--- config.mk ---
export PLATFORM = sky130hd
export DESIGN_NAME = fequ_front
export DESIGN_NICKNAME = d
export VERILOG_FILES = /design/src/design/fequ_pkg.sv /design/src/design/fequ_ram.sv /design/src/design/fequ_front.sv
export SDC_FILE = /design/constraint.sdc
export NUM_CORES = 2
export LEC_CHECK = 0
export BUFFER_PORTS_ARGS = -buffer_cell sky130_fd_sc_hd__buf_2
export CAP_MARGIN = 30
export CORE_MARGIN = 1.5
export CORE_UTILIZATION = 40
export DETAILED_ROUTE_END_ITERATION = 16
export MAX_ROUTING_LAYER = met4
export PLACE_DENSITY = 0.58
export SETUP_SLACK_MARGIN = 0.5
export SLEW_MARGIN = 20
export SYNTH_ARGS = -nofsm -noshare
export SYNTH_HDL_FRONTEND = slang
export SYNTH_SLANG_ARGS = --single-unit
--- constraint.sdc ---
create_clock -name clk -period 6.3 [get_ports clk]
set_input_delay 0.315 -clock clk [delete_from_list [all_inputs] [get_ports clk]]
set_output_delay 0.315 -clock clk [all_outputs]
set_load 0.02 [all_outputs]
--- src/design/fequ_pkg.sv ---
`timescale 1ns / 1ps
// ----------------------------------------------------------------------------
// fequ_pkg
// Shared constants and types of the field energy quadrature accumulator.
// ----------------------------------------------------------------------------
package fequ_pkg;

  localparam int TABLE_DEPTH = 256;
  localparam int TBL_AW      = $clog2(TABLE_DEPTH);

  localparam int FQ_DEPTH = 4;
  localparam int FQ_AW    = $clog2(FQ_DEPTH);

  localparam logic [15:0] GAUSS_A0   = 16'd13849;
  localparam logic [15:0] GAUSS_A1   = 16'd51687;
  localparam logic [17:0] PI_Q16     = 18'd205887;
  localparam logic [62:0] ENERGY_MAX = 63'h7FFF_FFFF_FFFF_FFFF;

  localparam logic CMD_LOAD = 1'b0;
  localparam logic CMD_CELL = 1'b1;

  localparam logic CFG_GEOMETRY = 1'b0;
  localparam logic CFG_WEIGHT   = 1'b1;

  typedef struct packed {
    logic [15:0]        beta;
    logic signed [15:0] ex_near;
    logic signed [15:0] ex_far;
    logic signed [15:0] ey_near;
    logic signed [15:0] ey_far;
    logic [15:0]        cell_width;
    logic [15:0]        cell_height;
    logic signed [15:0] radius_start;
    logic               last;
    logic [15:0]        er0;
    logic [15:0]        eri;
  } cell_t;

  typedef struct packed {
    logic           empty;
    logic [FQ_AW:0] level;
  } fq_stat_t;

endpackage

--- src/design/fequ_ram.sv ---
`timescale 1ns / 1ps
// ----------------------------------------------------------------------------
// fequ_ram
// Generic single write, single read RAM with registered read data.
// ----------------------------------------------------------------------------
module fequ_ram #(
  parameter int WIDTH = 16,
  parameter int DEPTH = 256
) (
  input  logic                     clk,
  input  logic                     we,
  input  logic [$clog2(DEPTH)-1:0] waddr,
  input  logic [WIDTH-1:0]         wdata,
  input  logic                     re,
  input  logic [$clog2(DEPTH)-1:0] raddr,
  output logic [WIDTH-1:0]         rdata
);

  logic [WIDTH-1:0] mem_r [DEPTH];
  logic [WIDTH-1:0] rdata_r;

  always_ff @(posedge clk) begin
    if (we) begin
      mem_r[waddr] <= wdata;
    end
    if (re) begin
      rdata_r <= mem_r[raddr];
    end
  end

  assign rdata = rdata_r;

endmodule

--- src/design/fequ_front.sv ---
`timescale 1ns / 1ps
// ----------------------------------------------------------------------------
// fequ_front
// Accepts items, services table loads and looks up permittivity for cells.
// ----------------------------------------------------------------------------
module fequ_front (
  input  logic               clk,
  input  logic               rst_n,
  input  logic               in_push,
  output logic               in_full,
  input  logic               in_command,
  input  logic [15:0]        in_table_value,
  input  logic [7:0]         in_er_index,
  input  logic [15:0]        in_beta,
  input  logic signed [15:0] in_ex_near,
  input  logic signed [15:0] in_ex_far,
  input  logic signed [15:0] in_ey_near,
  input  logic signed [15:0] in_ey_far,
  input  logic [15:0]        in_cell_width,
  input  logic [15:0]        in_cell_height,
  input  logic signed [15:0] in_radius_start,
  input  logic               in_last,
  input  fequ_pkg::fq_stat_t fq_stat,
  output logic               fq_push,
  output fequ_pkg::cell_t    fq_data
);

  logic                          accept;
  logic                          in_range;
  logic [fequ_pkg::TBL_AW-1:0]   tbl_addr;
  logic [15:0]                   tbl_rdata;
  logic [fequ_pkg::FQ_AW+1:0]    fill;
  logic                          s1_v_r, s1_v_nxt;
  logic                          s1_range_r;
  fequ_pkg::cell_t               s1_r;
  logic [15:0]                   er0_r;

  assign fill     = (fequ_pkg::FQ_AW+2)'(fq_stat.level) + (fequ_pkg::FQ_AW+2)'(s1_v_r);
  assign in_full  = (fill >= (fequ_pkg::FQ_AW+2)'(fequ_pkg::FQ_DEPTH));
  assign accept   = in_push && !in_full;
  assign in_range = (32'(in_er_index) < fequ_pkg::TABLE_DEPTH);
  assign tbl_addr = fequ_pkg::TBL_AW'(in_er_index);
  assign s1_v_nxt = accept && (in_command == fequ_pkg::CMD_CELL);

  fequ_ram #(
    .WIDTH(16),
    .DEPTH(fequ_pkg::TABLE_DEPTH)
  ) u_table (
    .clk  (clk),
    .we   (accept && (in_command == fequ_pkg::CMD_LOAD) && in_range),
    .waddr(tbl_addr),
    .wdata(in_table_value),
    .re   (s1_v_nxt),
    .raddr(tbl_addr),
    .rdata(tbl_rdata)
  );

  always_ff @(posedge clk) begin
    if (accept && (in_command == fequ_pkg::CMD_LOAD) && (in_er_index == 8'd0)) begin
      er0_r <= in_table_value;
    end
    if (s1_v_nxt) begin
      s1_range_r          <= in_range;
      s1_r.beta           <= in_beta;
      s1_r.ex_near        <= in_ex_near;
      s1_r.ex_far         <= in_ex_far;
      s1_r.ey_near        <= in_ey_near;
      s1_r.ey_far         <= in_ey_far;
      s1_r.cell_width     <= in_cell_width;
      s1_r.cell_height    <= in_cell_height;
      s1_r.radius_start   <= in_radius_start;
      s1_r.last           <= in_last;
      s1_r.er0            <= er0_r;
      s1_r.eri            <= '0;
    end
    if (!rst_n) begin
      s1_v_r <= 1'b0;
    end else begin
      s1_v_r <= s1_v_nxt;
    end
  end

  always_comb begin
    fq_data     = s1_r;
    fq_data.eri = s1_range_r ? tbl_rdata : 16'd0;
  end

  assign fq_push = s1_v_r;

endmodule

==> results_tabular.tex <==
\begin{tabular}{lr}
\hline
Metric & Value \\
\hline
\multicolumn{2}{l}{\textbf{Pwr}} \\
\quad Switching part of the total & 21.1\% \\
\quad Power share of the clock group & 41.7\% \\
\quad Fraction of power consumed by combinational cells & 4.6\% \\
\quad Maximum vdd ir drop & 283 uV \\
\quad Flop pwr share & 53.7\% \\
\quad Leak pwr & 0.0578 uW \\
\quad Pwr/cell area & 312 mW/mm2 \\
\quad Switching power total & 12200 uW \\
\quad Internal power contribution & 45900 uW \\
\multicolumn{2}{l}{\textbf{Global route}} \\
\quad Grt ovf & 0 \\
\quad Global routing usage on met1 & 28.3\% \\
\quad Global-route wire length before repair & 578000 um \\
\quad Met2 usage & 32.3\% \\
\quad Antenna violations before repair & 14 \\
\quad Most crowded layer after global routing & met2 \\
\quad Via count of the first global-routing pass & $\sim$78000 \\
\quad Met3 usage in global routing & roughly 3.0\% \\
\quad Largest net degree at the start of global routing & 189 \\
\quad Overall track demand over capacity in global routing & approximately a fifth \\
\multicolumn{2}{l}{\textbf{Place}} \\
\quad Placed wire-length estimate after detailed placement & 237000 um \\
\quad Instance count after placement with tap cells included & 12500 \\
\quad Placer Congestion & 0.830 \\
\quad Number of buffers added on ports & between 300 and 400 \\
\multicolumn{2}{l}{\textbf{Floorplan}} \\
\quad Starting density of the core & 40.3\% \\
\quad Boundary Pins & 324 \\
\quad Floorplan Core Area & approximately 0.4 mm2 \\
\quad Horizontal die dimension & 635 um \\
\quad Chip height & about 630 um \\
\quad Die outline area & 0.403 mm2 \\
\quad Std cell rows & 231 \\
\multicolumn{2}{l}{\textbf{Yosys}} \\
\quad Mapped cell area & 0.160 mm2 \\
\quad Synth Register Bits & 4258 \\
\quad Net count of the mapped netlist & between 7000 and 8000 \\
\quad Fraction of the mapped netlist area in compound gates & 3.57\% \\
\quad Share of the yosys chip area belonging to registers & roughly four fifths \\
\quad Parity-gate share of the synthesized area counting xor and xnor cells & 0\% \\
\quad Count of unique library cells instantiated by Yosys & 24 \\
\quad Synthesized netlist cell count & 6854 \\
\quad Post-synthesis simple-gate area fraction & 0.828\% \\
\quad Number of warning messages in the yosys log & 0 \\
\quad Share of synthesized cell area in full adder, half adder and majority cells & 0\% \\
\quad Dominant combinational cell family by area after synthesis & multiplexers \\
\quad Mean cell area of the mapped netlist & around 23 um2 \\
\quad Multiplexer share of the synthesized area & between 10\% and 20\% \\
\multicolumn{2}{l}{\textbf{CTS}} \\
\quad Clock transition at the register clock pins on the worst setup and hold paths after CTS & 0.06 ns \\
\quad Number of buffers on the longest clock path & 4 \\
\quad CTS root buffer & clkbuf\_16 \\
\quad H-tree levels & 5 \\
\quad TritonCTS clock tree & done \\
\quad TritonCTS Sinks & 4258 \\
\quad Latest clock arrival within the worst-skew pair & 0.98 ns \\
\quad TritonCTS buffer count & 428 \\
\quad Post-cts gate resize count & 0 \\
\multicolumn{2}{l}{\textbf{Route}} \\
\quad Number of vias after detailed routing & 77200 \\
\quad Ratio of routed vias to standard cells & 5.74 \\
\quad Post-route ant nets & 0 \\
\quad Number of DRC markers in iteration 0 & around 8900 \\
\quad DRT Pass-1 Iters & 6 \\
\quad Count of unresolved DRC violations after routing & 0 \\
\quad Final WL & between 400000 and 500000 um \\
\quad Wire per inst & between 30 and 40 um \\
\multicolumn{2}{l}{\textbf{Worst setup path}} \\
\quad Endpoint kind of the worst setup timing path & flip-flop \\
\quad Largest driver fanout on the critical path & 11 \\
\quad Data required time of the critical path & 6.93 ns \\
\quad Category of the critical setup timing path & flip-flop to flip-flop \\
\quad Arrival time reported for the critical path endpoint & between 4 and 5 ns \\
\quad Setup crit start kind & flip-flop \\
\multicolumn{2}{l}{\textbf{Layout}} \\
\quad Fillers & 32400 \\
\quad Area of combinational cells with multiple inputs & 0.0304 mm2 \\
\quad Register area & 0.128 mm2 \\
\quad Fraction of layout instances using a drive strength above 1 & 29.6\% \\
\quad Number of non-filler instances in the completed layout & 13500 \\
\quad Post-layout nets & 8026 \\
\quad Synthesis-to-finish area growth & 16.6\% \\
\multicolumn{2}{l}{\textbf{STA}} \\
\quad Max Clock Freq & 0.234 GHz \\
\quad Post-route clock skew & between 0.06 and 0.07 ns \\
\quad Fraction of the cycle the final worst path needs & 67.9\% \\
\quad Count of final hold-check violations & 0 \\
\quad Count of endpoints failing setup in the final report & 0 \\
\quad Min Clock Period, post-route & 4.27 ns \\
\quad Worst slew margin relative to its limit & about a fifth \\
\quad Unrepaired setup endpoints after global routing & false \\
\quad Slew at the pin closest to its max-slew limit & around 1.2 ns \\
\quad Final sum of negative setup slack & 0 ns \\
\quad Max-slew violation total from the final report & 0 \\
\multicolumn{2}{l}{\textbf{Run status}} \\
\quad Run status & complete, no violations \\
\multicolumn{2}{l}{\textbf{Hold path}} \\
\quad Hold Crit Class & primary input to flip-flop \\
\multicolumn{2}{l}{\textbf{Run}} \\
\quad Max capacitance violation total & 0 \\
\hline
\end{tabular}
## per-stage QoR
| stage | hold WS (ns) | utilization, % | setup slack (ns) | instance area (um2) | total power [uW] |
|---|---|---|---|---|---|
| final | 0.0585 | 46.9 | 2.03 | 186000 | 58100 |
| after global routing | 0.0254 | 46.9 | 1.93 | 186000 | 59700 |
| after CTS | 0.000504 | 46.9 | 1.95 | 186000 | 58500 |
| after detailed placement | 0.431 | 43.0 | 1.60 | 171000 | 34400 |
| after global placement | 0.433 | 43.0 | 1.48 | 170000 | 34300 |
| after floorplan | 0.414 | - | 1.37 | 160000 | 33100 |
## flip-flops by register name, summed over array words and instances, names as in the netlist
register and flops:
er0_r 15, fq_data 145, u_table.rdata 16, fq_push 1
u_table.mem_r 4081
## synthesized netlist by cell type (all sizes together)
master	instances	area share (%)
nor4b	2	0.011
and3	1	0.0039
nor2b	6	0.024
buf	148	0.46
and2	3	0.012
mux4	1024	14
inv	1	0.0023
a22oi	512	2.4
dfxtp	1	0.013
nand2b	2	0.0078
nand4	16	0.063
a21oi	256	0.80
nor2	259	0.61
o41ai	64	0.35
and4bb	1	0.0078
a31oi	1	0.0039
nor4	1	0.0039
nand2	30	0.071
nand3	4	0.013
edfxtp	4257	80
clkbuf	264	0.62
or2	1	0.0039
## cells by family (layout without fill, tap and decap cells)
logic type,after synthesis,in the layout
AOI/OAI and AO/OA,833,833
buffers and inverters,413,1762
DFF,4258,4258
muxes,1024,1024
other,0,9
and+or+nand+nor,326,326
## metal layers
| metal | wire length (um) | vias to the layer above | part of all wire, % |
|---|---|---|---|
| li1 | - | 31600 | - |
| met5 | 0 | - | 0 |
| met3 | 30200 | 607 | 7.3 |
| met4 | 12700 | 0 | 3.1 |
| met2 | 197000 | 3251 | 48 |
| met1 | 171000 | 41800 | 42 |
## layout make-up
cell class                 count  area share [%]
antenna                        9          0.0121
clock buffer                 535            6.09
clock inverter               233            1.03
inverter                       1         0.00202
multi-input combinational   2183            16.3
sequential                  4258            68.7
tap                         5242            3.52
timing repair buffer         993            4.33
## path summary, 6_finish.rpt
check / startpoint / end / slack, ns / cells past startpoint
hold / removal: in_push / fq_push / 0.06 / 3
hold reg to reg: er0_r[1] / fq_data[17] / 0.44 / 0
setup reg to reg: fq_push / u_table.mem_r[73][5] / 2.03 / 6
setup / recovery: fq_push / u_table.mem_r[73][5] / 2.03 / 6
## critical path: stages, from the launching register on
cell and delay (ns):
dfxtp_1 0.31, a31oi_1 0.26, nand2_1 0.36, nor4b_1 0.95
nand2_2 0.81, nor2_1 0.87, buf_4 0.33
## power by group through the flow
| stage | clock [uW] | combinational, uW | sequential [uW] |
|---|---|---|---|
| after floorplan | 0 | 1260 | 31900 |
| after global placement | 0 | 2510 | 31800 |
| after detailed placement | 0 | 2570 | 31800 |
| after CTS | 24600 | 2670 | 31200 |
| after global routing | 25600 | 2810 | 31200 |
| final | 24200 | 2660 | 31200 |
## cells in the final DEF, fill, tap and decap left out, drive strengths merged, types with 11 or more instances in the layout
master and instances:
nor2 259, nand2 30, bufinv 24, a22oi 512
buf 779, mux4 1024, dlygate4sd3 206, o41ai 64
clkinv 191, inv 11, nand4 16, clkbuf 539
edfxtp 4257, a21oi 256
## timing repair
action / 4_1_cts / 5_1_grt
endpoints found under the hold margin: 1147 / 70
setup buffers: 0 / 0
hold buffers: 205 / 1
Note: power is estimated with default switching activity, not from simulation.
