## src/design/fequ_pkg.sv

```systemverilog
`timescale 1ns / 1ps
// ----------------------------------------------------------------------------
// fequ_pkg
// Shared constants and types of the field energy quadrature accumulator.
// ----------------------------------------------------------------------------
package fequ_pkg;

  localparam int TABLE_DEPTH = 256;
  localparam int TBL_AW      = $clog2(TABLE_DEPTH);

  localparam int FQ_DEPTH = 4;
  localparam int FQ_AW    = $clog2(FQ_DEPTH);

  localparam logic [15:0] GAUSS_A0   = 16'd13849;
  localparam logic [15:0] GAUSS_A1   = 16'd51687;
  localparam logic [17:0] PI_Q16     = 18'd205887;
  localparam logic [62:0] ENERGY_MAX = 63'h7FFF_FFFF_FFFF_FFFF;

  localparam logic CMD_LOAD = 1'b0;
  localparam logic CMD_CELL = 1'b1;

  localparam logic CFG_GEOMETRY = 1'b0;
  localparam logic CFG_WEIGHT   = 1'b1;

  typedef struct packed {
    logic [15:0]        beta;
    logic signed [15:0] ex_near;
    logic signed [15:0] ex_far;
    logic signed [15:0] ey_near;
    logic signed [15:0] ey_far;
    logic [15:0]        cell_width;
    logic [15:0]        cell_height;
    logic signed [15:0] radius_start;
    logic               last;
    logic [15:0]        er0;
    logic [15:0]        eri;
  } cell_t;

  typedef struct packed {
    logic           empty;
    logic [FQ_AW:0] level;
  } fq_stat_t;

endpackage

```

## src/design/fequ_back.sv

```systemverilog
`timescale 1ns / 1ps
// ----------------------------------------------------------------------------
// fequ_back
// Quadrature sequencer on one shared multiplier, accumulator and result.
// ----------------------------------------------------------------------------
module fequ_back (
  input  logic               clk,
  input  logic               rst_n,
  input  logic               geometry_mode,
  input  logic               weight_by_permittivity,
  input  fequ_pkg::fq_stat_t fq_stat,
  input  fequ_pkg::cell_t    fq_data,
  output logic               fq_pop,
  output logic               out_empty,
  input  logic               out_pop,
  output logic [62:0]        out_energy,
  output logic               out_saturated
);

  typedef enum logic [4:0] {
    ST_IDLE, ST_EX0, ST_EX1, ST_EY0, ST_EY1, ST_R0, ST_R1,
    ST_SQX0, ST_SQX1, ST_SQY0, ST_SQY1, ST_SUM, ST_T0, ST_T1,
    ST_ER0, ST_ER1, ST_ER2, ST_MLO, ST_MHI, ST_MTOP, ST_MRND, ST_ACC
  } state_t;

  typedef enum logic [1:0] {MOP_PI, MOP_W, MOP_H, MOP_ER} mop_t;

  state_t state_r, state_nxt;
  mop_t   mop_r, mop_nxt;
  fequ_pkg::cell_t cell_r, cell_nxt;
  logic [16:0] mx0_r, mx0_nxt, mx1_r, mx1_nxt, my0_r, my0_nxt, my1_r, my1_nxt;
  logic [16:0] mr0_r, mr0_nxt, mr1_r, mr1_nxt;
  logic [30:0] qx0_r, qx0_nxt, qx1_r, qx1_nxt, qy0_r, qy0_nxt, qy1_r, qy1_nxt;
  logic [63:0] x_r, x_nxt;
  logic [3:0]  xt_r, xt_nxt;
  logic [17:0] b_r, b_nxt;
  logic [83:0] acc_r, acc_nxt;
  logic [31:0] n_r, n_nxt;
  logic        clip_r, clip_nxt;
  logic [62:0] energy_r, energy_nxt;
  logic        ovf_r, ovf_nxt;
  logic        ovalid_r, ovalid_nxt;
  logic [62:0] oen_r, oen_nxt;
  logic        osat_r, osat_nxt;

  logic signed [33:0] mul_a;
  logic signed [18:0] mul_b;
  logic signed [52:0] prod;
  logic signed [15:0] iv0;
  logic signed [16:0] id;
  logic [15:0]        ga;
  logic [35:0]        lval, lmag, lsum;
  logic [16:0]        mval;
  logic [32:0]        fsum;
  logic [32:0]        nq;
  logic [83:0]        rsum, rshift;
  logic [63:0]        esum;
  logic               out_free;

  assign prod = mul_a * mul_b;

  // interpolation source per step
  always_comb begin
    iv0 = cell_r.ex_near;
    id  = 17'(cell_r.ex_far) - 17'(cell_r.ex_near);
    ga  = fequ_pkg::GAUSS_A0;
    case (state_r)
      ST_EX1: begin
        ga = fequ_pkg::GAUSS_A1;
      end
      ST_EY0, ST_EY1: begin
        iv0 = cell_r.ey_near;
        id  = 17'(cell_r.ey_far) - 17'(cell_r.ey_near);
        ga  = (state_r == ST_EY1) ? fequ_pkg::GAUSS_A1 : fequ_pkg::GAUSS_A0;
      end
      ST_R0, ST_R1: begin
        iv0 = cell_r.radius_start;
        id  = signed'({1'b0, cell_r.cell_width});
        ga  = (state_r == ST_R1) ? fequ_pkg::GAUSS_A1 : fequ_pkg::GAUSS_A0;
      end
      default: begin
      end
    endcase
  end

  // shared multiplier operands
  always_comb begin
    mul_a = 34'(id);
    mul_b = signed'({3'b0, ga});
    fsum  = 33'(qx0_r) + 33'(qx1_r) + {1'b0, qy0_r, 1'b0};
    case (state_r)
      ST_SQX0: begin
        mul_a = signed'({17'b0, mx0_r});
        mul_b = signed'({2'b0, mx0_r});
      end
      ST_SQX1: begin
        mul_a = signed'({17'b0, mx1_r});
        mul_b = signed'({2'b0, mx1_r});
      end
      ST_SQY0: begin
        mul_a = signed'({17'b0, my0_r});
        mul_b = signed'({2'b0, my0_r});
      end
      ST_SQY1: begin
        mul_a = signed'({17'b0, my1_r});
        mul_b = signed'({2'b0, my1_r});
      end
      ST_T0: begin
        mul_a = signed'({1'b0, fsum});
        mul_b = signed'({2'b0, mr0_r});
      end
      ST_T1: begin
        fsum  = 33'(qx0_r) + 33'(qx1_r) + {1'b0, qy1_r, 1'b0};
        mul_a = signed'({1'b0, fsum});
        mul_b = signed'({2'b0, mr1_r});
      end
      ST_ER0: begin
        mul_a = signed'({18'b0, cell_r.er0});
        mul_b = signed'({3'b0, 16'hFFFF - cell_r.beta});
      end
      ST_ER1: begin
        mul_a = signed'({18'b0, cell_r.eri});
        mul_b = signed'({3'b0, cell_r.beta});
      end
      ST_MLO: begin
        mul_a = signed'({2'b0, x_r[31:0]});
        mul_b = signed'({1'b0, b_r});
      end
      ST_MHI: begin
        mul_a = signed'({2'b0, x_r[63:32]});
        mul_b = signed'({1'b0, b_r});
      end
      ST_MTOP: begin
        mul_a = signed'({30'b0, xt_r});
        mul_b = signed'({1'b0, b_r});
      end
      default: begin
      end
    endcase
  end

  always_comb begin
    lval = (36'(iv0) <<< 16) + prod[35:0];
    lmag = lval[35] ? (~lval + 36'd1) : lval;
    lsum = lmag + 36'd32768;
    mval = lsum[32:16];
    nq   = 33'(n_r) + 33'(n_r[31:16]) + 33'd1;
  end

  // rounding shift of the long product
  always_comb begin
    rsum   = acc_r;
    rshift = acc_r;
    case (mop_r)
      MOP_PI: begin
        rsum   = acc_r + (84'd1 << 25);
        rshift = rsum >> 26;
      end
      MOP_W: begin
        rshift = acc_r;
      end
      MOP_H: begin
        if (geometry_mode) begin
          rsum   = acc_r + (84'd1 << 15);
          rshift = rsum >> 16;
        end else begin
          rsum   = acc_r + (84'd1 << 16);
          rshift = rsum >> 17;
        end
      end
      MOP_ER: begin
        rsum   = acc_r + (84'd1 << 7);
        rshift = rsum >> 8;
      end
      default: begin
      end
    endcase
  end

  assign esum     = {1'b0, energy_r} + x_r;
  assign out_free = !ovalid_r || out_pop;
  assign fq_pop   = (state_r == ST_IDLE) && !fq_stat.empty;

  always_comb begin
    state_nxt  = state_r;
    mop_nxt    = mop_r;
    cell_nxt   = cell_r;
    mx0_nxt    = mx0_r;
    mx1_nxt    = mx1_r;
    my0_nxt    = my0_r;
    my1_nxt    = my1_r;
    mr0_nxt    = mr0_r;
    mr1_nxt    = mr1_r;
    qx0_nxt    = qx0_r;
    qx1_nxt    = qx1_r;
    qy0_nxt    = qy0_r;
    qy1_nxt    = qy1_r;
    x_nxt      = x_r;
    xt_nxt     = xt_r;
    b_nxt      = b_r;
    acc_nxt    = acc_r;
    n_nxt      = n_r;
    clip_nxt   = clip_r;
    energy_nxt = energy_r;
    ovf_nxt    = ovf_r;
    ovalid_nxt = ovalid_r && !out_pop;
    oen_nxt    = oen_r;
    osat_nxt   = osat_r;
    case (state_r)
      ST_IDLE: begin
        if (!fq_stat.empty) begin
          cell_nxt  = fq_data;
          clip_nxt  = 1'b0;
          state_nxt = ST_EX0;
        end
      end
      ST_EX0: begin
        mx0_nxt   = mval;
        state_nxt = ST_EX1;
      end
      ST_EX1: begin
        mx1_nxt   = mval;
        state_nxt = ST_EY0;
      end
      ST_EY0: begin
        my0_nxt   = mval;
        state_nxt = ST_EY1;
      end
      ST_EY1: begin
        my1_nxt   = mval;
        state_nxt = geometry_mode ? ST_R0 : ST_SQX0;
      end
      ST_R0: begin
        mr0_nxt   = mval;
        state_nxt = ST_R1;
      end
      ST_R1: begin
        mr1_nxt   = mval;
        state_nxt = ST_SQX0;
      end
      ST_SQX0: begin
        qx0_nxt   = prod[30:0];
        state_nxt = ST_SQX1;
      end
      ST_SQX1: begin
        qx1_nxt   = prod[30:0];
        state_nxt = ST_SQY0;
      end
      ST_SQY0: begin
        qy0_nxt   = prod[30:0];
        state_nxt = ST_SQY1;
      end
      ST_SQY1: begin
        qy1_nxt   = prod[30:0];
        state_nxt = geometry_mode ? ST_T0 : ST_SUM;
      end
      ST_SUM: begin
        x_nxt     = 64'(qx0_r) + 64'(qx1_r) + 64'(qy0_r) + 64'(qy1_r);
        b_nxt     = {2'b0, cell_r.cell_width};
        mop_nxt   = MOP_W;
        state_nxt = ST_MLO;
      end
      ST_T0: begin
        x_nxt     = 64'(prod[49:0]);
        state_nxt = ST_T1;
      end
      ST_T1: begin
        x_nxt     = x_r + 64'(prod[49:0]);
        b_nxt     = fequ_pkg::PI_Q16;
        mop_nxt   = MOP_PI;
        state_nxt = ST_MLO;
      end
      ST_MLO: begin
        acc_nxt   = 84'(prod[49:0]);
        state_nxt = ST_MHI;
      end
      ST_MHI: begin
        acc_nxt   = acc_r + {2'b0, prod[49:0], 32'b0};
        state_nxt = ((mop_r == MOP_H) && geometry_mode) ? ST_MTOP : ST_MRND;
      end
      ST_MTOP: begin
        acc_nxt   = acc_r + {prod[19:0], 64'b0};
        state_nxt = ST_MRND;
      end
      ST_MRND: begin
        xt_nxt = '0;
        if (mop_r == MOP_W) begin
          // width product stays exact, height step rounds once
          x_nxt  = rshift[63:0];
          xt_nxt = rshift[67:64];
        end else if (rshift[83:63] != '0) begin
          x_nxt    = {1'b0, fequ_pkg::ENERGY_MAX};
          clip_nxt = 1'b1;
        end else begin
          x_nxt = rshift[63:0];
        end
        state_nxt = ST_MLO;
        case (mop_r)
          MOP_PI: begin
            mop_nxt = MOP_W;
            b_nxt   = {2'b0, cell_r.cell_width};
          end
          MOP_W: begin
            mop_nxt = MOP_H;
            b_nxt   = {2'b0, cell_r.cell_height};
          end
          MOP_H: begin
            state_nxt = weight_by_permittivity ? ST_ER0 : ST_ACC;
          end
          default: begin
            state_nxt = ST_ACC;
          end
        endcase
      end
      ST_ER0: begin
        n_nxt     = prod[31:0] + 32'd32767;
        state_nxt = ST_ER1;
      end
      ST_ER1: begin
        n_nxt     = n_r + prod[31:0];
        state_nxt = ST_ER2;
      end
      ST_ER2: begin
        b_nxt     = {2'b0, nq[31:16]};
        mop_nxt   = MOP_ER;
        state_nxt = ST_MLO;
      end
      ST_ACC: begin
        if (!cell_r.last || out_free) begin
          if (esum[63]) begin
            energy_nxt = fequ_pkg::ENERGY_MAX;
            ovf_nxt    = 1'b1;
          end else begin
            energy_nxt = esum[62:0];
            ovf_nxt    = ovf_r || clip_r;
          end
          if (cell_r.last) begin
            oen_nxt    = esum[63] ? fequ_pkg::ENERGY_MAX : esum[62:0];
            osat_nxt   = esum[63] || ovf_r || clip_r;
            ovalid_nxt = 1'b1;
            energy_nxt = '0;
            ovf_nxt    = 1'b0;
          end
          state_nxt = ST_IDLE;
        end
      end
      default: begin
        state_nxt = ST_IDLE;
      end
    endcase
  end

  always_ff @(posedge clk) begin
    mop_r  <= mop_nxt;
    cell_r <= cell_nxt;
    mx0_r  <= mx0_nxt;
    mx1_r  <= mx1_nxt;
    my0_r  <= my0_nxt;
    my1_r  <= my1_nxt;
    mr0_r  <= mr0_nxt;
    mr1_r  <= mr1_nxt;
    qx0_r  <= qx0_nxt;
    qx1_r  <= qx1_nxt;
    qy0_r  <= qy0_nxt;
    qy1_r  <= qy1_nxt;
    x_r    <= x_nxt;
    xt_r   <= xt_nxt;
    b_r    <= b_nxt;
    acc_r  <= acc_nxt;
    n_r    <= n_nxt;
    clip_r <= clip_nxt;
    oen_r  <= oen_nxt;
    osat_r <= osat_nxt;
    if (!rst_n) begin
      state_r  <= ST_IDLE;
      energy_r <= '0;
      ovf_r    <= 1'b0;
      ovalid_r <= 1'b0;
    end else begin
      state_r  <= state_nxt;
      energy_r <= energy_nxt;
      ovf_r    <= ovf_nxt;
      ovalid_r <= ovalid_nxt;
    end
  end

  assign out_empty     = !ovalid_r;
  assign out_energy    = oen_r;
  assign out_saturated = osat_r;

endmodule

```

## config.mk

```make
export PLATFORM = sky130hd
export DESIGN_NAME = fequ_back
export DESIGN_NICKNAME = d
export VERILOG_FILES = /design/src/design/fequ_pkg.sv /design/src/design/fequ_back.sv
export SDC_FILE = /design/constraint.sdc
export NUM_CORES = 2
export LEC_CHECK = 0
export BUFFER_PORTS_ARGS = -buffer_cell sky130_fd_sc_hd__buf_2
export CAP_MARGIN = 10
export CORE_MARGIN = 2
export CORE_UTILIZATION = 47
export DETAILED_ROUTE_END_ITERATION = 7
export GPL_ROUTABILITY_DRIVEN = 0
export HOLD_SLACK_MARGIN = 0.06
export SLEW_MARGIN = 10
export SYNTH_ARGS = -nofsm -noshare
export SYNTH_HDL_FRONTEND = slang
export SYNTH_SLANG_ARGS = --single-unit
```

## constraint.sdc

```tcl
create_clock -name clk -period 33.6 [get_ports clk]
set_input_delay 3.36 -clock clk [delete_from_list [all_inputs] [get_ports clk]]
set_output_delay 3.36 -clock clk [all_outputs]
set_load 0.005 [all_outputs]
```

==> flow_metrics.env <==
export IMPL_outcome="finished with violations"
export IMPL_failed_checks="DRC"
export IMPL_critical_path_max_fanout=22
export IMPL_r2r_start="qx0_r[1]"
export IMPL_tritoncts="yes"
export IMPL_wire_per_inst_um=28.0
export IMPL_start_kind="flip-flop"
export IMPL_yosys_cell_types_count=100
export IMPL_tightest_slew_ps=1330
export IMPL_synth_yosys_seq_area_share=0.271
export IMPL_synthArstFlopShare=0
export IMPL_mostFrequentLayoutCell="nand2_1"
export IMPL_gr_usage_all_layers=0.356
export IMPL_min_from="energy_r[60]"
export IMPL_final_cell_mix="nand2_1 (895), inv_1 (877), edfxtp_1 (655)"
export IMPL_antenna_left=0
export IMPL_grt_max_degree=77
export IMPL_drv_cap=0
export IMPL_ys_top_cells_by_area="edfxtp_1 (25%), fa_1 (17%), ha_1 (8.7%)"
export IMPL_path_class="flip-flop to flip-flop"
export IMPL_vias=68900
export IMPL_rsz0062_at_grt="false"
export IMPL_routed_wl_mm=306
export IMPL_core_area_sq_mm=0.165
export IMPL_rrSetupSlack_ps=16230
export IMPL_routed_via_density=6.30
export IMPL_seqCellArea_sq_mm=0.0211
export IMPL_die_area_sq_mm=0.169
export IMPL_synth_avg_cell_area_sq_um=9.12
export IMPL_cp_startpoint="qx0_r[1]"
export IMPL_syn_num_nets=9868
export IMPL_grt_overflow=0
export IMPL_drv_slew=0
export IMPL_num_rows=149
export IMPL_cts_buffer_depth=3
export IMPL_syn2layout_area_growth_pct=9.43
export IMPL_dp_hpwl_mm=233
export IMPL_pin_count=236
export IMPL_ys_seq_elements=725
export IMPL_cts_root_buf="clkbuf_16"
export IMPL_first_iter_violations=9558
export IMPL_grt_use_met2=0.519
export IMPL_clock_sinks=725
export IMPL_fin_crit_sh=0.517
export IMPL_hold_viol=0
export IMPL_drive_above_1_share=0.0860
export IMPL_ctsResizeCount=0
export IMPL_yosys_area_top_type_share=0.253
export IMPL_hold_class="flip-flop to flip-flop"
export IMPL_htreeDepth=3
export IMPL_clk_pin_slew_ps=60
export IMPL_hold_buffers=0
export IMPL_ys_warn_count=0
export IMPL_period_needed_ps=17370
export IMPL_critPathRequiredTime_ps=33990
export IMPL_skew_ps=75.4
export IMPL_postCtsSetupBuffers=0
export IMPL_dr_pass1_iters=8
export IMPL_setup_viol=0
export IMPL_fillers=15300
export IMPL_grt_use_met3=0.112
export IMPL_start_util=0.472
export IMPL_multi_input_area_sq_mm=0.0522
export IMPL_top_usage_layer="met2"
export IMPL_port_buffers=232
export IMPL_grt_pass1_wl_mm=441
export IMPL_grt_pass1_vias=65700
export IMPL_slew_headroom=0.113
export IMPL_synthesis_area_sq_mm=0.0777
export IMPL_crit_arrival_ps=17750
export IMPL_antenna_found_initial=35
export IMPL_yosysTopAreaCell="edfxtp_1"
export IMPL_synthFlopType="edfxtp_1"
export IMPL_use_met1=0.471
export IMPL_die_h_um=411
export IMPL_insertion_delay_ps=760
export IMPL_max_stage_delay_ps=750
export IMPL_synth_cells=8517
export IMPL_tns_ps=0
export IMPL_clock_fmax_mhz=57.6
export IMPL_critPathCaptureType="flip-flop"
export IMPL_cts_buffers=87
export IMPL_synth_edf_count=655
export IMPL_drc=12
export IMPL_worst_path_max_delay_cell="nor2_1"
export IMPL_fin_nets=10000
export IMPL_die_x_um=411
-- flip-flops by register name (all words and copies together), names as in the netlist, 5 cells and up --
| name | flops |
|---|---|
| cell_r | 161 |
| acc_r | 84 |
| x_r | 64 |
| energy_r | 63 |
| out_energy | 63 |
| n_r | 32 |
| qx0_r | 31 |
| qx1_r | 31 |
| qy0_r | 31 |
| qy1_r | 31 |
| b_r | 17 |
| mr0_r | 17 |
| mr1_r | 17 |
| mx0_r | 17 |
| mx1_r | 17 |
| my0_r | 17 |
| my1_r | 17 |
| state_r | 5 |
-- cells by family (layout without fill, tap and decap cells) --
| group | count (synthesis) | count (layout) | synth area share |
|---|---|---|---|
| other | 0 | 12 | 0 |
| AO/OA/AOI/OAI | 1975 | 1975 | 0.170 |
| XOR/XNOR | 670 | 670 | 0.0756 |
| flip-flops | 725 | 725 | 0.271 |
| AND/OR/NAND/NOR | 2644 | 2644 | 0.162 |
| adder cells (fa/ha/maj) | 1182 | 1182 | 0.252 |
| buffers and inverters | 1278 | 1490 | 0.0628 |
| multiplexers | 43 | 43 | 0.00610 |
-- critical path, delay by kind of cell, from the launching register on --
kind            cells  cell delay [ps]
compound gates     22             5230
xor+xnor            6             1840
fa+ha+maj          11             5130
buf+inv             6             1340
flops               1              440
simple gates       15             3000
-- area by class of cell --
cell class,instances,share of cell area
multi-input cells,6514,0.614
flip-flops and latches,725,0.248
inverters,881,0.0389
repair buffers,445,0.0325
well taps,2189,0.0322
clock buffers,107,0.0273
clock inverters,57,0.00736
diodes,12,0.000353
-- per-stage QoR --
stage	utilization	hold WS, ps	setup slack [ps]	cell area (sq um)	std cells
after floorplan	-	445	19560	77700	8517
after global placement	0.498	457	17220	82000	10800
after detailed placement	0.498	466	16770	82000	10800
after CTS	0.516	474	16650	85000	10900
after global routing	0.516	502	15390	85000	10900
final	0.516	473	16230	85000	10900
-- Yosys cell counts (all sizes together), types with 233 or more instances --
cell type,instances
nand2,900
inv,879
edfxtp,655
fa,642
nor2,608
ha,539
a21oi,493
xnor2,415
o21ai,348
clkbuf,318
xor2,255
a21o,233
-- routing by layer --
| layer | vias to the layer above | routed length (um) |
|---|---|---|
| met5 | - | 150 |
| met3 | 993 | 39600 |
| met1 | 33600 | 118000 |
| met2 | 4213 | 128000 |
| met4 | 18 | 20100 |
| li1 | 30100 | - |
-- worst paths after layout --
check,end,cells after the start
hold / removal,energy_r[60],2
setup / recovery,my1_r[15],60
setup reg to reg,my1_r[15],60
hold reg to reg,energy_r[60],2
Power is not shown: default switching activity piles up to over one toggle a cycle in this logic, so the estimate is an artifact.
