### src/design/fequ_pkg.sv
`timescale 1ns / 1ps
// ----------------------------------------------------------------------------
// fequ_pkg
// Shared constants and types of the field energy quadrature accumulator.
// ----------------------------------------------------------------------------
package fequ_pkg;

  localparam int TABLE_DEPTH = 256;
  localparam int TBL_AW      = $clog2(TABLE_DEPTH);

  localparam int FQ_DEPTH = 4;
  localparam int FQ_AW    = $clog2(FQ_DEPTH);

  localparam logic [15:0] GAUSS_A0   = 16'd13849;
  localparam logic [15:0] GAUSS_A1   = 16'd51687;
  localparam logic [17:0] PI_Q16     = 18'd205887;
  localparam logic [62:0] ENERGY_MAX = 63'h7FFF_FFFF_FFFF_FFFF;

  localparam logic CMD_LOAD = 1'b0;
  localparam logic CMD_CELL = 1'b1;

  localparam logic CFG_GEOMETRY = 1'b0;
  localparam logic CFG_WEIGHT   = 1'b1;

  typedef struct packed {
    logic [15:0]        beta;
    logic signed [15:0] ex_near;
    logic signed [15:0] ex_far;
    logic signed [15:0] ey_near;
    logic signed [15:0] ey_far;
    logic [15:0]        cell_width;
    logic [15:0]        cell_height;
    logic signed [15:0] radius_start;
    logic               last;
    logic [15:0]        er0;
    logic [15:0]        eri;
  } cell_t;

  typedef struct packed {
    logic           empty;
    logic [FQ_AW:0] level;
  } fq_stat_t;

endpackage

### src/design/fequ_fifo.sv
`timescale 1ns / 1ps
// ----------------------------------------------------------------------------
// fequ_fifo
// Short queue of classified cell items between front and back end.
// ----------------------------------------------------------------------------
module fequ_fifo (
  input  logic              clk,
  input  logic              rst_n,
  input  logic              push_i,
  input  fequ_pkg::cell_t   data_i,
  input  logic              pop_i,
  output fequ_pkg::cell_t   data_o,
  output fequ_pkg::fq_stat_t stat_o
);

  fequ_pkg::cell_t mem_r [fequ_pkg::FQ_DEPTH];
  logic [fequ_pkg::FQ_AW-1:0] wp_r, wp_nxt, rp_r, rp_nxt;
  logic [fequ_pkg::FQ_AW:0]   cnt_r, cnt_nxt;

  always_comb begin
    wp_nxt  = wp_r;
    rp_nxt  = rp_r;
    cnt_nxt = cnt_r;
    if (push_i) begin
      wp_nxt = wp_r + 1'b1;
    end
    if (pop_i) begin
      rp_nxt = rp_r + 1'b1;
    end
    if (push_i && !pop_i) begin
      cnt_nxt = cnt_r + 1'b1;
    end else if (!push_i && pop_i) begin
      cnt_nxt = cnt_r - 1'b1;
    end
  end

  always_ff @(posedge clk) begin
    if (push_i) begin
      mem_r[wp_r] <= data_i;
    end
    if (!rst_n) begin
      wp_r  <= '0;
      rp_r  <= '0;
      cnt_r <= '0;
    end else begin
      wp_r  <= wp_nxt;
      rp_r  <= rp_nxt;
      cnt_r <= cnt_nxt;
    end
  end

  assign data_o       = mem_r[rp_r];
  assign stat_o.empty = (cnt_r == '0);
  assign stat_o.level = cnt_r;

endmodule

### config.mk
export PLATFORM = sky130hd
export DESIGN_NAME = fequ_fifo
export DESIGN_NICKNAME = d
export VERILOG_FILES = /design/src/design/fequ_pkg.sv /design/src/design/fequ_fifo.sv
export SDC_FILE = /design/constraint.sdc
export NUM_CORES = 1
export LEC_CHECK = 0
export BUFFER_PORTS_ARGS = -buffer_cell sky130_fd_sc_hd__buf_2
export CAP_MARGIN = 10
export CELL_PAD_IN_SITES_DETAIL_PLACEMENT = 0
export CELL_PAD_IN_SITES_GLOBAL_PLACEMENT = 1
export CORE_MARGIN = 2
export CORE_UTILIZATION = 35
export CTS_CLUSTER_SIZE = 20
export DETAILED_ROUTE_END_ITERATION = 16
export PLACE_DENSITY_LB_ADDON = 0.1
export SETUP_SLACK_MARGIN = 0.1
export SLEW_MARGIN = 20
export SYNTH_ARGS = -nofsm -noshare
export SYNTH_HDL_FRONTEND = slang
export SYNTH_SLANG_ARGS = --single-unit
export TNS_END_PERCENT = 5
### constraint.sdc
create_clock -name clk -period 8.58 [get_ports clk]
set_clock_uncertainty 0.05 [all_clocks]
set_input_delay 0.858 -clock clk [delete_from_list [all_inputs] [get_ports clk]]
set_output_delay 0.858 -clock clk [all_outputs]
set_load 0.005 [all_outputs]
==> results.py, run 1 <==
metrics = {
    "final_layout": {
        "multi_input_area_sq_um": 3880,
        "post-route-util_pct": 42.7,
        "regArea_sq_um": 19500,
        "layout.nets": 1433,
        "drive_gt1_share_pct": 45.9,
        "fillers": 5885,
        "areaGrowthSynthToFinish_pct": 21.0,
    },
    "floorplanning": {
        "num_io_pins": 330,
        "chipWidth_um": 264,
        "die_h_um": 264,
        "initial_core_util_pct": 35.3,
        "dieArea_sq_um": 69600,
        "rows": 95,
        "coreArea_sq_um": 67000,
    },
    "logic_synthesis": {
        "synth-edff-count": 644,
        "synth_top_family_by_area": "multiplexers",
        "synthDistinctLibCells": 19,
        "ys_seq_area_share_pct": 82.6,
        "netlist_instances": 883,
        "synth_fa_ha_area_share_pct": 0.349,
        "synth_area_leader_cell": "edfxtp_1",
        "ys_top_cells_by_count": "edfxtp_1 (644), mux4_2 (161), buf_2 (18)",
        "synth-simple-area-share_pct": 0.355,
        "yosysMostFrequentCell": "edfxtp_1",
        "synth_area_leaders": "edfxtp_1 (82%), mux4_2 (15%), dfxtp_1 (0.76%)",
        "synthMuxAreaShare_pct": 15.4,
        "yosys_warnings": 0,
        "synth_xor_area_share_pct": 0.185,
        "ys_seq_elements": 653,
        "syn_area_sq_um": 23600,
        "syn_avg_cell_area_sq_um": 26.8,
        "synth_compound_area_share_pct": 0.0529,
        "synth_nets": 1054,
        "synth_async_sr_flop_share_pct": 0,
        "ys.flop_type": "edfxtp_1",
        "yosysTopAreaCellShare_pct": 81.8,
    },
    "worst_setup_path": {
        "worstSetupEndpointType": "output port",
        "cp.required_ns": 7.67,
        "startpoint_type": "flip-flop",
        "crit_type": "reg -> out",
        "worst-path-max-fanout": 84,
        "arrival_ns": 3.04,
    },
    "clock_tree": {
        "cts_root_buf": "clkbuf_16",
        "cts_buffers": 72,
        "hold_buffers": 0,
        "cts_sinks": 653,
        "cts_tree": "done",
        "htreeDepth": 3,
        "clkSlewWorstSetupHoldPaths_ns": 0.06,
        "cts_buffer_depth": 3,
        "cts_resized": 0,
        "post-cts-setup-buffers": 0,
        "clkLatencyLatePin_ns": 0.57,
    },
    "sta": {
        "timing.setup.tns_ns": 0,
        "fin_crit_sh_pct": 46.0,
        "clock.fmax_mhz": 253,
        "setup_viol_count_final": 0,
        "max_slew_margin_pct": 39.1,
        "finalHoldViolCount": 0,
        "min_period_ns": 3.95,
        "postLayoutSetupSlackWorst_ns": 4.63,
        "worst_pin_slew_ns": 0.914,
        "rsz0062_at_grt": "no",
        "slew_violations": 0,
        "fin_worst_hold_slack_ns": 0.427,
    },
    "global_route": {
        "grt_remaining_overflow": 0,
        "antenna_found_initial": 14,
        "grt_pass1_wl_um": 75500,
        "first_global_vias": 11100,
        "grt_usage_pct": 14.7,
        "grt_max_degree": 113,
    },
    "worst_hold_path": {
        "worstHoldPathType": "in -> reg",
    },
    "place": {
        "hpwl_um": 29500,
        "place_congestion": 0.691,
        "place_ws_ns": 4.96,
        "port_buffers": 329,
    },
    "routing": {
        "routed_wl_um": 51200,
        "wl_per_cell_um": 23.3,
        "drc": 0,
        "viasPerCell": 4.85,
        "route.vias.total": 10600,
        "initialDrtViolationCount": 739,
        "dr.pass1.iters": 5,
        "ant_nets": 0,
    },
    "power_and_ir_drop": {
        "power_density_nw_per_um2": 256,
        "clkPwrFrac_pct": 40.7,
        "p_leak_nw": 9.49,
        "p_sw_mw": 1.58,
        "swShare_pct": 21.6,
        "ir_worst_vdd_uv": 122,
        "combPwrFrac_pct": 8.5,
        "seqPwrFrac_pct": 50.8,
        "p_int_mw": 5.73,
    },
    "run_status": {
        "status": "finished clean",
    },
    "flow_run": {
        "maxCapViolations": 0,
    },
}
area by class of cell:
type / count / area share (%)
Inverter: 4 / 0.0525
Antenna cell: 4 / 0.0350
Multi-Input combinational cell: 190 / 13.6
Clock inverter: 37 / 1.21
Tap cell: 873 / 3.82
Clock buffer: 93 / 6.76
Timing Repair Buffer: 341 / 6.29
Sequential cell: 653 / 68.3
layer usage:
| layer | vias up | global-route usage (%) | wire [um] |
|---|---|---|---|
| met4 | 18 | 4.64 | 957 |
| met1 | 5647 | 19.9 | 22000 |
| li1 | 4607 | - | - |
| met5 | - | 0 | 119 |
| met2 | 289 | 22.4 | 24100 |
| met3 | 85 | 5.04 | 3970 |
final timing paths:
check	startpoint	end	slack, ns	cells after the start
worst max-delay path	flip-flop	data_o[119]	4.63	4
worst min-delay path	data_i[48]	mem_r[1][48]	0.43	1
worst max register to register	wp_r[0]	mem_r[3][26]	5.74	4
worst min register to register	cnt_r[2]	cnt_r[2]	0.47	2
stage by stage:
stage	area, sq um	cells	power (mW)
floorplan	23600	883	4.13
global placement	26300	2060	4.42
detailed placement	26300	2060	4.43
CTS	28600	2190	7.45
global route	28600	2192	7.61
finish	28600	2195	7.31
power groups by stage:
| stage | combinational [mW] | sequential, mW | clock (mW) |
|---|---|---|---|
| 4_1_cts | 0.638 | 3.73 | 3.08 |
| 5_1_grt | 0.678 | 3.73 | 3.20 |
| 2_1_floorplan | 0.346 | 3.78 | 0 |
| 3_5_place_dp | 0.636 | 3.79 | 0 |
| 3_3_place_gp | 0.634 | 3.79 | 0 |
| 6_report | 0.619 | 3.72 | 2.98 |
worst max-delay path, stage by stage, from the launching register on:
cell and delay [ns]:
dfxtp_4 0.67, buf_12 0.30, buf_12 0.47, mux4_2 0.63
buf_2 0.15
registers in the layout, indices dropped and copies added (netlist names), named ones only:
name   cells
wp_r       2
mem_r    644
cnt_r      3
rp_r       2
cells by family after synthesis:
kind of cell,count (synthesis)
AND/OR/NAND/NOR,14
buffers and inverters,40
multiplexers,163
adder cells (fa/ha/maj),6
AO/OA/AOI/OAI,2
flip-flops,653
XOR/XNOR,5
placed cells by master (no fill, tap or decap), types with 4 or more instances in the layout:
cell type    n
inv_1        4
clkinv_1    15
ha_1         5
and2_4       4
clkbuf_1    18
clkbuf_16   74
mux4_2     161
diode_2      4
buf_2      329
edfxtp_1   644
bufinv_16    6
dfxtp_1      7
and2_1       5
buf_12       5
clkinv_2     9
buf_4        7
No activity file was read; power rests on OpenSTA's default activity.
==> run 2, diff against run 1 <==
ABC_AREA = 1   (was not set)
clock period = 4.04 ns   (was 8.58 ns; I/O delays follow)
==> run 2 against run 1 <==
Against the previous run:
- sequential cell count stayed put
- worst setup slack got worse by 3.5 ns
- wire length increased by 19%
- non-clock buffer count up 169
- register-to-register slack got worse by 4.3 ns
- cell count is 38% higher
- power grew 110%
- final area grew 6.8%
- combinational power is 130% higher
- core utilization is 1.9 points higher
- sequential power up 110%
- die area increased by 2.1%
- critical path type unchanged
==> results.py, run 2 <==
metrics = {
    "logic_synthesis": {
        "syn_area_sq_um": 24200,
        "yosysMostFrequentCell": "edfxtp_1",
        "ys_seq_elements": 653,
        "synthDistinctLibCells": 20,
        "synth_nets": 1785,
        "netlist_instances": 1614,
        "synth_async_sr_flop_share_pct": 0,
        "yosys_warnings": 0,
        "synth_area_leaders": "edfxtp_1 (80%), o21ai_0 (6.6%), nor2_1 (5.1%)",
        "yosysTopAreaCellShare_pct": 80.0,
        "ys_top_cells_by_count": "edfxtp_1 (644), nor2_1 (327), o21ai_0 (319)",
        "ys.flop_type": "edfxtp_1",
        "synth-edff-count": 644,
        "syn_avg_cell_area_sq_um": 15.0,
        "synth_area_leader_cell": "edfxtp_1",
        "ys_seq_area_share_pct": 80.8,
    },
    "routing": {
        "route.vias.total": 14900,
        "wl_per_cell_um": 20.2,
        "drc": 0,
        "ant_nets": 0,
        "initialDrtViolationCount": 882,
        "viasPerCell": 4.94,
        "dr.pass1.iters": 5,
        "routed_wl_um": 61000,
    },
    "clock_tree": {
        "clkSlewWorstSetupHoldPaths_ns": 0.06,
        "cts_root_buf": "clkbuf_16",
        "cts_sinks": 653,
        "cts_buffer_depth": 3,
        "clkLatencyLatePin_ns": 0.60,
        "cts_buffers": 72,
        "cts_tree": "done",
        "cts_resized": 0,
        "htreeDepth": 3,
    },
    "worst_setup_path": {
        "cp.depth": 5,
        "crit_slowest_cell": "buf_4",
        "max_stage_delay_ns": 0.49,
        "crit_type": "reg -> out",
        "cp.buffers_inverters": 3,
        "cp.required_ns": 3.59,
        "critical_path.top_delay_family": "buffers and inverters",
        "startpoint_type": "flip-flop",
        "worst-path-max-fanout": 97,
        "path_cells": "inv_8, buf_4, o21ai_0, o22ai_1, buf_2",
        "arrival_ns": 2.47,
        "worstSetupEndpointType": "output port",
        "ff2ff_path_depth": 6,
    },
    "sta": {
        "rsz0062_at_grt": "no",
        "max_slew_margin_pct": 35.4,
        "setup_viol_count_final": 0,
        "min_period_ns": 2.92,
        "fin_crit_sh_pct": 72.4,
        "fin_worst_hold_slack_ns": 0.0416,
        "slew_violations": 0,
        "worst_pin_slew_ns": 0.969,
        "finalHoldViolCount": 0,
        "postLayoutSetupSlackWorst_ns": 1.12,
        "clock.fmax_mhz": 342,
    },
    "global_route": {
        "grt_pass1_wl_um": 91300,
        "first_global_vias": 15000,
        "grt_usage_pct": 17.0,
        "antenna_found_initial": 1,
        "grt_remaining_overflow": 0,
        "grt_max_degree": 177,
    },
    "final_layout": {
        "antenna-diode-count": 0,
        "layout_commonest_cell": "edfxtp_1",
        "post-route-util_pct": 44.6,
        "layout_common_cells": "edfxtp_1 (644), buf_2 (329), nor2_1 (327)",
        "drive_gt1_share_pct": 21.1,
        "largest_reg_flops": 644,
        "layout.nets": 2263,
        "reg.largest.list": "mem_r (644), cnt_r (3)",
        "areaGrowthSynthToFinish_pct": 26.4,
        "largest-register": "mem_r",
    },
    "worst_hold_path": {
        "worstHoldPathType": "in -> reg",
        "whs_path_depth": 1,
    },
    "power_and_ir_drop": {
        "ir_worst_vdd_uv": 549,
        "fin_total_pwr_mw": 15.4,
        "power_density_nw_per_um2": 504,
        "p_leak_nw": 10.6,
    },
    "floorplanning": {
        "chipWidth_um": 267,
        "num_io_pins": 330,
        "rows": 96,
        "coreArea_sq_um": 68500,
        "initial_core_util_pct": 35.3,
        "die_h_um": 267,
        "dieArea_sq_um": 71100,
    },
    "place": {
        "place_ws_ns": 1.46,
        "hpwl_um": 32500,
        "port_buffers": 329,
        "place_congestion": 0.728,
    },
    "run_status": {
        "status": "finished clean",
    },
    "flow_run": {
        "maxCapViolations": 0,
    },
}
==> run 2: what timing repair did <==
item	CTS	global route
hold endpoints to repair	640	0
setup buffers	0	0
hold buffers	160	0
==> run 2: area by class of cell <==
| class | instances | area (sq um) |
|---|---|---|
| inverter | 17 | 92.6 |
| sequential | 653 | 19500 |
| clock buffer | 86 | 1880 |
| fill | 6240 | 37900 |
| multi-input combinational | 838 | 4030 |
| clock inverter | 38 | 317 |
| tap | 882 | 1100 |
| timing repair buffer | 510 | 3590 |
==> run 2: final timing paths <==
path	from	to	slack, ns
worst max-delay path	flip-flop	data_o[26]	1.12
worst min-delay path	data_i[141]	mem_r[2][141]	0.04
worst max register to register	wp_r[0]	mem_r[2][105]	1.49
worst min register to register	rp_r[1]	flip-flop	0.40
==> run 2: logic make-up (layout without fill, tap and decap cells) <==
kind of cell | count (synthesis) | in the layout | share of synthesized area [%]
flip-flops | 653 | 653 | 80.8
buffers and inverters | 123 | 651 | 2.53
adder cells (fa/ha/maj) | 6 | 6 | 0.342
AND/OR/NAND/NOR | 339 | 339 | 5.29
AO/OA/AOI/OAI | 493 | 493 | 11.0
==> run 2: routing by layer <==
layer / wire length, um / vias to the layer above / track usage [%]
li1: - / 7078 / -
met1: 26300 / 7464 / 21.9
met2: 30100 / 307 / 28.5
met3: 3080 / 97 / 3.69
met4: 1530 / 2 / 5.53
met5: 13 / - / 0
==> run 2: where the power goes <==
| group | switching (mW) | internal (mW) | total [mW] | leakage (nW) |
|---|---|---|---|---|
| clock | 2.56 | 3.62 | 6.18 | 1.08 |
| combinational | 0.879 | 0.524 | 1.40 | 3.54 |
| sequential | 0.0613 | 7.75 | 7.81 | 5.99 |
| total | 3.50 | 11.9 | 15.4 | 10.6 |
==> run 2: stage by stage <==
| step | setup TNS, ns | cell area [sq um] | instances |
|---|---|---|---|
| 5_1_grt | 0 | 30500 | 3024 |
| 4_1_cts | 0 | 30500 | 3024 |
| 6_report | 0 | 30500 | 3024 |
| 3_5_place_dp | 0 | 26700 | 2740 |
| 2_1_floorplan | -84.88 | 24200 | 1614 |
| 3_3_place_gp | 0 | 26700 | 2740 |
==> run 3, diff against run 2 <==
ABC_AREA = 0   (was 1)
clock period = 2.75 ns   (was 4.04 ns; I/O delays follow)
==> run 3 against run 2 <==
Against the previous run:
- cell count shrank 21%
- sequential share of layout area shrank 0.54 points
- clock-buffer cell count shrank 5
- highest routed layer unchanged
- largest power group unchanged
- die area shrank 2.1%
- power grew 52%
==> results.py, run 3 (synthesis results as in run 1) <==
metrics = {
    "run_status": {
        "status": "finished clean",
    },
    "final_layout": {
        "layout_commonest_cell": "edfxtp_1",
        "reg.largest.list": "mem_r (644), cnt_r (3)",
        "largest_reg_flops": 644,
        "areaGrowthSynthToFinish_pct": 30.3,
        "layout_common_cells": "edfxtp_1 (644), buf_2 (329), dlygate4sd3_1 (162)",
        "layout.nets": 1627,
        "largest-register": "mem_r",
        "drive_gt1_share_pct": 42.4,
    },
    "sta": {
        "postLayoutSetupSlackWorst_ns": 0.246,
        "min_period_ns": 2.50,
        "finalHoldViolCount": 0,
        "slew_violations": 0,
        "clock.fmax_mhz": 399,
        "fin_worst_hold_slack_ns": 0.0397,
        "fin_crit_sh_pct": 91.0,
        "setup_viol_count_final": 0,
        "rsz0062_at_grt": "yes",
        "max_slew_margin_pct": 53.2,
        "worst_pin_slew_ns": 0.702,
    },
    "worst_hold_path": {
        "whs_path_depth": 3,
        "whs_endpoint": "wp_r[1]",
        "worstHoldStart": "push_i",
        "worstHoldPathType": "in -> reg",
    },
    "worst_setup_path": {
        "worstSetupEndpointType": "output port",
        "worst-path-max-fanout": 50,
        "ff2ff_path_depth": 4,
        "reg2reg_from": "wp_r[0]",
        "r2r_end": "mem_r[0][99]",
        "cp.required_ns": 2.42,
        "rrSetupSlack_ns": 0.86,
        "startpoint_type": "flip-flop",
        "crit_type": "reg -> out",
        "arrival_ns": 2.18,
    },
    "clock_tree": {
        "cts_buffer_depth": 3,
        "cts_tree": "done",
        "post-cts-setup-buffers": 0,
        "cts_root_buf": "clkbuf_16",
        "clkSlewWorstSetupHoldPaths_ns": 0.06,
        "cts_sinks": 653,
        "cts_buffers": 72,
        "htreeDepth": 3,
        "clkLatencyLatePin_ns": 0.59,
    },
    "routing": {
        "routed_wl_um": 52400,
        "initialDrtViolationCount": 671,
        "route.vias.total": 11300,
        "dr.pass1.iters": 4,
        "wl_per_cell_um": 22.0,
        "drc": 0,
        "ant_nets": 0,
        "viasPerCell": 4.74,
    },
    "power_and_ir_drop": {
        "power_density_nw_per_um2": 760,
        "ir_worst_vdd_uv": 554,
        "p_leak_nw": 10.4,
    },
    "global_route": {
        "grt_pass1_wl_um": 79100,
        "first_global_vias": 12500,
        "antenna_found_initial": 1,
        "grt_remaining_overflow": 0,
        "grt_max_degree": 51,
        "grt_usage_pct": 15.2,
    },
    "floorplanning": {
        "dieArea_sq_um": 69600,
        "chipWidth_um": 264,
        "initial_core_util_pct": 35.3,
        "num_io_pins": 330,
        "coreArea_sq_um": 67000,
        "rows": 95,
        "die_h_um": 264,
    },
    "flow_run": {
        "maxCapViolations": 0,
    },
    "place": {
        "place_congestion": 0.705,
        "place_ws_ns": 0.781,
        "hpwl_um": 32400,
        "port_buffers": 329,
    },
}
[run 3: layer usage]
| layer | global-route usage [%] | wire length [um] | vias to the layer above |
|---|---|---|---|
| met5 | 0 | 11 | - |
| met2 | 25.0 | 25800 | 264 |
| li1 | - | - | 4985 |
| met4 | 4.33 | 1180 | 2 |
| met3 | 4.25 | 2880 | 86 |
| met1 | 19.9 | 22500 | 5942 |
[run 3: worst max-delay path, cell delays in order, from the launching register on]
cell and delay, ns:
dfxtp_4 0.44, buf_16 0.37, mux4_2 0.57, buf_2 0.17
[run 3: through the flow]
step / cells / util (%) / power (mW) / TNS (ns) / cell area [sq um]
after floorplan: 883 / - / 12.8 / -76.85 / 23700
after global placement: 2093 / 40.0 / 13.9 / 0 / 26800
after detailed placement: 2093 / 40.0 / 13.9 / 0 / 26800
after CTS: 2381 / 45.9 / 23.8 / 0 / 30800
after global routing: 2381 / 45.9 / 24.3 / 0 / 30800
final: 2382 / 45.9 / 23.4 / 0 / 30800
[run 3: area by class of cell]
| cell class | instances | area [sq um] |
|---|---|---|
| fillers | 5744 | 36200 |
| repair buffers | 535 | 3940 |
| multi-input cells | 190 | 3880 |
| clock buffers | 81 | 1840 |
| flip-flops and latches | 653 | 19500 |
| well taps | 873 | 1090 |
| inverters | 4 | 15.0 |
| clock inverters | 45 | 503 |
| diodes | 1 | 2.50 |
[run 3: power by group]
group	internal [mW]	switching (mW)	leakage, nW
logic	1.16	1.12	3.31
clock network	5.82	3.76	1.15
registers	11.4	0.112	5.99
[run 3: worst max-delay path by stage]
stage                         start     endpoint  cells after the start  slack, ns
after floorplan             wp_r[0]  mem_r[1][0]                      2      -0.24
after global placement    flip-flop   data_o[32]                      3       0.79
after detailed placement  flip-flop   data_o[32]                      3       0.78
after CTS                 flip-flop   data_o[32]                      3       0.13
after global routing      flip-flop   data_o[27]                      3       0.09
final                     flip-flop   data_o[27]                      3       0.25
[run 3: what timing repair did]
action                     4_1_cts  5_1_grt
hold buffers                   162        0
hold endpoints to repair       652        0
setup endpoints to repair        0       44
gates resized for setup          0        1
